**src/sv/vtpy_pkg.sv**
```systemverilog
// vtpy_pkg: shared types, constants and angle table for the vector to pitch/yaw core
// no dependencies

package vtpy_pkg;

  localparam int unsigned CordicSteps = 16;
  localparam int unsigned XW = 34;       // datapath width for micro-rotations
  localparam int unsigned AW = 28;       // accumulator width, 2^-16 degree
  localparam int unsigned IdxW = $clog2(CordicSteps + 1);

  typedef logic signed [XW-1:0] dat_t;
  typedef logic signed [AW-1:0] acc_t;

  // one micro-rotation stage payload
  typedef struct packed {
    logic valid;
    logic zero;
    dat_t x;
    dat_t y;
    acc_t acc;
    dat_t z;
    logic signed [14:0] yaw;
  } stage_t;

  // atan(2^-i) in degrees, scaled by 2^16
  function automatic acc_t atan_lut(input logic [4:0] idx);
    acc_t r;
    unique case (idx)
      5'd0:  r = AW'(2949120);
      5'd1:  r = AW'(1740967);
      5'd2:  r = AW'(919879);
      5'd3:  r = AW'(466945);
      5'd4:  r = AW'(234379);
      5'd5:  r = AW'(117266);
      5'd6:  r = AW'(58666);
      5'd7:  r = AW'(29335);
      5'd8:  r = AW'(14668);
      5'd9:  r = AW'(7334);
      5'd10: r = AW'(3667);
      5'd11: r = AW'(1833);
      5'd12: r = AW'(917);
      5'd13: r = AW'(458);
      5'd14: r = AW'(229);
      5'd15: r = AW'(115);
      5'd16: r = AW'(57);
      5'd17: r = AW'(29);
      5'd18: r = AW'(14);
      5'd19: r = AW'(7);
      5'd20: r = AW'(4);
      5'd21: r = AW'(2);
      5'd22: r = AW'(1);
      default: r = '0;
    endcase
    return r;
  endfunction

endpackage

```
**src/sv/vtpy_rot.sv**
```systemverilog
// vtpy_rot: one registered CORDIC vectoring micro-rotation stage
// depends on vtpy_pkg

module vtpy_rot (
  input  logic             clk_i,
  input  logic             rst_ni,
  input  logic [4:0]       shift_i,
  input  vtpy_pkg::stage_t in_i,
  output vtpy_pkg::stage_t out_o
);
  import vtpy_pkg::*;

  stage_t st_d, st_q;
  dat_t   xs, ys;

  // rotate toward y = 0 using the old x and y
  always_comb begin
    xs = in_i.x >>> shift_i;
    ys = in_i.y >>> shift_i;
    st_d = in_i;
    if (in_i.y > 0) begin
      st_d.x   = in_i.x + ys;
      st_d.y   = in_i.y - xs;
      st_d.acc = in_i.acc + atan_lut(shift_i);
    end else begin
      st_d.x   = in_i.x - ys;
      st_d.y   = in_i.y + xs;
      st_d.acc = in_i.acc - atan_lut(shift_i);
    end
  end

  // valid and payload both reset to zero, then follow the rotated values
  always_ff @(posedge clk_i or negedge rst_ni) begin
    if (!rst_ni) begin
      st_q <= '0;
    end else begin
      st_q <= st_d;
    end
  end

  assign out_o = st_q;

endmodule

```
**config.mk**
```make
export PLATFORM = sky130hd
export DESIGN_NAME = vtpy_rot
export DESIGN_NICKNAME = d
export VERILOG_FILES = /design/src/sv/vtpy_pkg.sv /design/src/sv/vtpy_rot.sv
export SDC_FILE = /design/constraint.sdc
export NUM_CORES = 1
export LEC_CHECK = 0
export BUFFER_PORTS_ARGS = -buffer_cell sky130_fd_sc_hd__buf_2
export CORE_MARGIN = 4
export CORE_UTILIZATION = 60
export DETAILED_ROUTE_END_ITERATION = 12
export GPL_ROUTABILITY_DRIVEN = 1
export PLACE_DENSITY = 0.86
export SYNTH_ARGS = -nofsm -noshare
export SYNTH_HDL_FRONTEND = slang
export SYNTH_SLANG_ARGS = --single-unit
```
**constraint.sdc**
```tcl
create_clock -name clk_i -period 0.8 [get_ports clk_i]
set_input_delay 0.16 -clock clk_i [delete_from_list [all_inputs] [get_ports clk_i]]
set_output_delay 0.16 -clock clk_i [all_outputs]
set_load 0.02 [all_outputs]
```
==> key figures, run 1 <==
Status
  • Outcome: stopped before the end
  • Stop stage: clock tree synthesis
  • Stop err: [ERROR DPL-0038] Utilization greater than 100%, impossible to legalize

Floorplan
  • Die height: 169 µm
  • Initial core utilization: 61.4%
  • Rows: 58
  • Number of I/O pins: 301
  • Die Wd: 169 µm

Synthesis
  • Post-Syn Instances: 1,744
  • Seq/Total Area, Yosys: 23.6%
  • EDFF count, synth: 0
  • Main synth FF type: dfrtp_1
  • YS warnings: 0
  • Netlist cell types: 91
  • Yosys reg bits: 147
  • Syn_nets: 2,002
  • Mean Syn Cell Area: 8.95 µm²
  • Post-synthesis cell area: 15,600 µm²
  • Fraction of registers with async set or reset after synthesis: 100%

Clocking
  • CTS H-tree depth: 4
  • CTS hold repair buffers: 52
  • Post-CTS setup buffers: 168
  • CTS Buf Count: 17
  • Clock sinks: 147
  • CTS max path bufs: 2
  • Cts repair resizes: 453
  • CTS root buffer: clkbuf_16

Placed design
  • Port buffer count: 300
  • Post-DP Area: 23,300 µm²
  • RePlAce Congestion: 1.27
  • Placed Cells: 3,021
  • Detail Placement HPWL: 65,900 µm
kinds of logic after synthesis:
group	Yosys count	synth area share, %
and+or+nand+nor	520	16.6
adders and majority gates	104	8.48
AOI/OAI and AO/OA	509	21.7
DFF	147	23.6
buffers and inverters	135	4.36
xor gates and xnor gates	155	8.70
muxes	174	16.6
cells in the mapped netlist (12+ instances only):
master | number | area share, %
a211oi_1 | 17 | 0.82
a21o_1 | 54 | 2.6
a21oi_1 | 134 | 4.3
a22oi_1 | 12 | 0.58
a31oi_1 | 16 | 0.64
and2_1 | 19 | 0.76
and3_1 | 20 | 0.80
buf_2 | 22 | 0.71
clkbuf_1 | 40 | 0.96
dfrtp_1 | 147 | 24
ha_1 | 101 | 8.1
inv_1 | 40 | 0.96
mux2_2 | 27 | 1.9
mux2i_1 | 72 | 4.6
mux4_2 | 57 | 8.2
nand2_1 | 138 | 3.3
nand2b_1 | 30 | 1.2
nand3_1 | 49 | 1.6
nand4_1 | 13 | 0.52
nor2_1 | 129 | 3.1
nor2b_1 | 23 | 0.92
nor3_1 | 32 | 1.0
o211ai_1 | 15 | 0.72
o21a_1 | 19 | 0.91
o21ai_0 | 80 | 2.6
o22ai_1 | 27 | 1.1
xnor2_1 | 107 | 6.0
xor2_1 | 48 | 2.7
stage by stage:
step / setup slack, ns / TNS, ns
detailed placement: -4.84 / -365.31
global placement: -4.25 / -329.58
floorplan: -4.03 / -285.80
==> run 2: changes to the inputs <==
CORE_UTILIZATION = 40   (was 60)
PLACE_DENSITY = not set   (was 0.86)
PLACE_DENSITY_LB_ADDON = 0.15   (was not set)
==> run 2 against run 1 <==
Against the previous run: the flow now finishes, with violations (setup timing); synthesized area is the same; synthesized cell count unchanged.
==> key figures, run 2 <==
Synthesis
  • Commonest cells in the synthesized netlist: dfrtp_1, nand2_1, a21oi_1
  • Yosys reg bits: 147
  • EDFF count, synth: 0
  • Main synth FF type: dfrtp_1
  • Syn_nets: 2,002
  • Synth top area cells: dfrtp_1, mux4_2, ha_1, xnor2_1, mux2i_1
  • YS warnings: 0
  • Synth top area share: 23.6%
  • Post-Syn Instances: 1,744
  • Netlist cell types: 91
  • Seq/Total Area, Yosys: 23.6%
  • Mean Syn Cell Area: 8.95 µm²
  • Fraction of registers with async set or reset after synthesis: 100%
  • Cell with the most instances after synthesis: dfrtp_1
  • Synth area leader: dfrtp_1
  • Post-synthesis cell area: 15,600 µm²

Critical path
  • WP data arrival: 5.26 ns
  • Crit path largest cell delay: 0.53 ns
  • Crit-path max FO: 7
  • Crit path capture type: register
  • CP max-delay cell: mux4_2
  • Worst setup path class: in2reg
  • Most used cell, CP: buf_4
  • WP data required: 1.19 ns
  • Worst setup SP type: input pin

Clocking
  • CTS tree: yes
  • Worst-path clk slew: 0.08 ns
  • CTS Buf Count: 17
  • Clock sinks: 147
  • CTS max path bufs: 2
  • CTS root buffer: clkbuf_16
  • CTS H-tree depth: 4

Routing
  • Vias/cell: 5.81
  • DR WL/cell: 24.3 µm
  • Via Count: 20,200
  • Routed wl met2: 39,000 µm
  • Antenna-violating nets left: 0
  • TritonRoute pass-1 iters: 5
  • Violation count after the first detailed-route iteration: 1,802
  • Met1 Wirelength: 33,600 µm
  • Met3 WL post-DR: 7980 µm
  • DRC violations left: 0
  • Top sig layer: met4
  • Post-Route WL: 84,600 µm

Floorplan
  • Number of I/O pins: 301
  • Die ar.: 42,200 µm²
  • Die Wd: 206 µm
  • Die height: 206 µm
  • Core box area: 38,600 µm²
  • Rows: 72
  • Initial core utilization: 40.4%

Timing
  • Final WS setup: -4.07 ns
  • Normalized max-slew margin: 38.9%
  • Worst-margin pin slew: 0.916 ns
  • Fmax: 205 MHz
  • Sum Neg Setup Slack: -352.21 ns
  • Final setup fails: 243
  • Max Slew Vio Count: 0
  • Hold Vio Cnt, Final: 0
  • Period utilization: 609%
  • Final min period: 4.87 ns
  • RSZ-0062 raised after global routing: true

Layout
  • Util after Layout: 72.3%
  • Most common cell after layout, fill and taps aside: buf_4
  • Layout cells sized above 1: 56.8%
  • Fin area: 27,900 µm²
  • Synth-to-layout area growth: 79.1%
  • Fin nets: 3,207
  • Most frequent cells in the layout: buf_4, buf_2, dfrtp_1, nand2_1, nor2_1
  • Number of flip-flops in the largest register: 147

Placed design
  • Detail Placement HPWL: 63,000 µm
  • Port buffer count: 300
  • RePlAce Congestion: 1.00
  • Post-DP Area: 24,000 µm²

Global routing
  • Tot GR Track Use: 37.6%
  • Vias in the first global route: 20,200
  • First-pass GRT wire length: 120,000 µm
  • Grt ovf: 0
  • Pin count of the biggest net entering global routing: 34
  • Initial antenna violation count: 1

Worst hold path
  • Class of the worst hold path: in2reg

Status
  • Outcome: finished, violations left
  • Failing checks: setup timing

Power
  • Pleak: 13.4 nW
  • Peak VDD IR: 1.76 mV
  • PwrDens: 1810 nW/µm²

Job
  • Max Cap Viol: 0
==> run 2: cell counts after synthesis <==
Identical to the previous run, type by type.
==> run 2: cell type report <==
class | count | area [µm²]
multi-input combinational | 1462 | 13100
fill | 2891 | 10700
timing repair buffer | 1280 | 9760
sequential | 147 | 3680
tap | 518 | 648
clock buffer | 17 | 425
clock inverter | 15 | 180
inverter | 41 | 166
antenna | 2 | 5.00
==> run 2: per-layer routing <==
layer,vias up,GRT usage [%]
met5,-,0
met4,0,15.3
met3,247,8.57
met2,1135,61.1
met1,9858,48.6
li1,8993,-
==> run 2: final timing paths <==
path                            start  cells after the start                    to  slack (ns)
min in group asynchronous      rst_ni                      2   out_o[67]$_DFF_PN0_        0.09
max in group asynchronous      rst_ni                      3   out_o[13]$_DFF_PN0_        0.25
hold / removal               in_i[49]                      4   out_o[49]$_DFF_PN0_        0.03
setup / recovery           shift_i[0]                     29  out_o[141]$_DFF_PN0_       -4.07
==> run 2: what timing repair did <==
item | CTS | global route
pin swaps | 121 | 137
hold endpoints to repair | 198 | 0
hold buffers | 52 | 0
buffers inserted | 80 | 58
setup endpoints to repair | 243 | 243
gates resized for setup | 228 | 185
gates cloned | 3 | 1
==> run 2: kinds of logic (layout without fill, tap and decap cells) <==
group | after synthesis | count (layout) | synth area share, %
buffers and inverters | 135 | 1353 | 4.36
adder cells (fa/ha/maj) | 104 | 104 | 8.48
AND/OR/NAND/NOR | 520 | 520 | 16.6
XOR/XNOR | 155 | 155 | 8.70
other | 0 | 2 | 0
flip-flops | 147 | 147 | 23.6
multiplexers | 174 | 174 | 16.6
AO/OA/AOI/OAI | 509 | 509 | 21.7
==> run 2: through the flow <==
stage	cells	worst slack, ns	hold WS [ns]	power [W]
floorplan	1744	-4.03	-0.136	0.0242
CTS	3427	-3.92	0.00941	0.0477
detailed placement	3272	-4.72	0.00124	0.0369
global route	3481	-4.23	0.0431	0.0530
global placement	3272	-4.65	0.00193	0.0365
finish	3482	-4.07	0.0302	0.0506
==> run 2: worst max-delay path, delay by kind of cell <==
family                   cells  cell delay (ns)
adder cells (fa/ha/maj)      2             0.50
AND/OR/NAND/NOR              6             1.15
multiplexers                 2             0.71
XOR/XNOR                     2             0.31
AO/OA/AOI/OAI                7             1.07
buffers and inverters       10             1.35
==> run 2: power by group <==
| group | leakage, nW | total [W] | internal (W) | switching [W] |
|---|---|---|---|---|
| Clock | 0.292 | 0.00838 | 0.00423 | 0.00415 |
| Combinational | 11.4 | 0.0320 | 0.0156 | 0.0165 |
| Sequential | 1.71 | 0.0101 | 0.00950 | 0.000651 |
| Total | 13.4 | 0.0506 | 0.0293 | 0.0213 |
No activity file was read; power rests on OpenSTA's default activity.
==> run 3: changes to the inputs <==
CELL_PAD_IN_SITES_DETAIL_PLACEMENT = 2   (was not set)
CELL_PAD_IN_SITES_GLOBAL_PLACEMENT = 2   (was not set)
CORE_UTILIZATION = 37   (was 40)
==> run 3 against run 2 <==
Against the previous run: synthesized cell count unchanged; synthesized area unchanged; the run now fails in detailed placement.
==> key figures, run 3 <==
Status
  • Outcome: stopped before the end
  • Stop stage: detailed placement
  • Stop err: [ERROR DPL-0033] detailed placement checks failed during check placement.

Synthesis
  • Yosys reg bits: 147
  • Post-Syn Instances: 1,744
  • EDFF count, synth: 0
  • Synth top area cells: dfrtp_1, mux4_2, ha_1, xnor2_1, mux2i_1
  • Synth area leader: dfrtp_1
  • Syn_nets: 2,002
  • Synth top area share: 23.6%
  • Fraction of registers with async set or reset after synthesis: 100%
  • Post-synthesis cell area: 15,600 µm²
  • Mean Syn Cell Area: 8.95 µm²
  • YS warnings: 0
  • Netlist cell types: 91
  • Commonest cells in the synthesized netlist: dfrtp_1, nand2_1, a21oi_1
  • Main synth FF type: dfrtp_1
  • Cell with the most instances after synthesis: dfrtp_1
  • Seq/Total Area, Yosys: 23.6%

Floorplan
  • Number of I/O pins: 301
  • Die Wd: 213 µm
  • Initial core utilization: 37.8%
  • Rows: 74
  • Die height: 213 µm

Placed design
  • Port buffer count: 300
  • RePlAce Congestion: 1.02
  • Detail Placement HPWL: 87,900 µm
-- run 3: cell counts after synthesis --
No cell type changed its count.
-- run 3: through the flow --
stage / setup slack [ns] / TNS, ns / hold WS, ns
2_1_floorplan: -4.03 / -285.80 / -0.136
3_3_place_gp: -4.52 / -344.44 / 0.0189
-- run 3: cells by family after synthesis --
family	synth area share, %
AO/OA/AOI/OAI	21.7
flip-flops	23.6
AND/OR/NAND/NOR	16.6
adder cells (fa/ha/maj)	8.48
multiplexers	16.6
XOR/XNOR	8.70
buffers and inverters	4.36
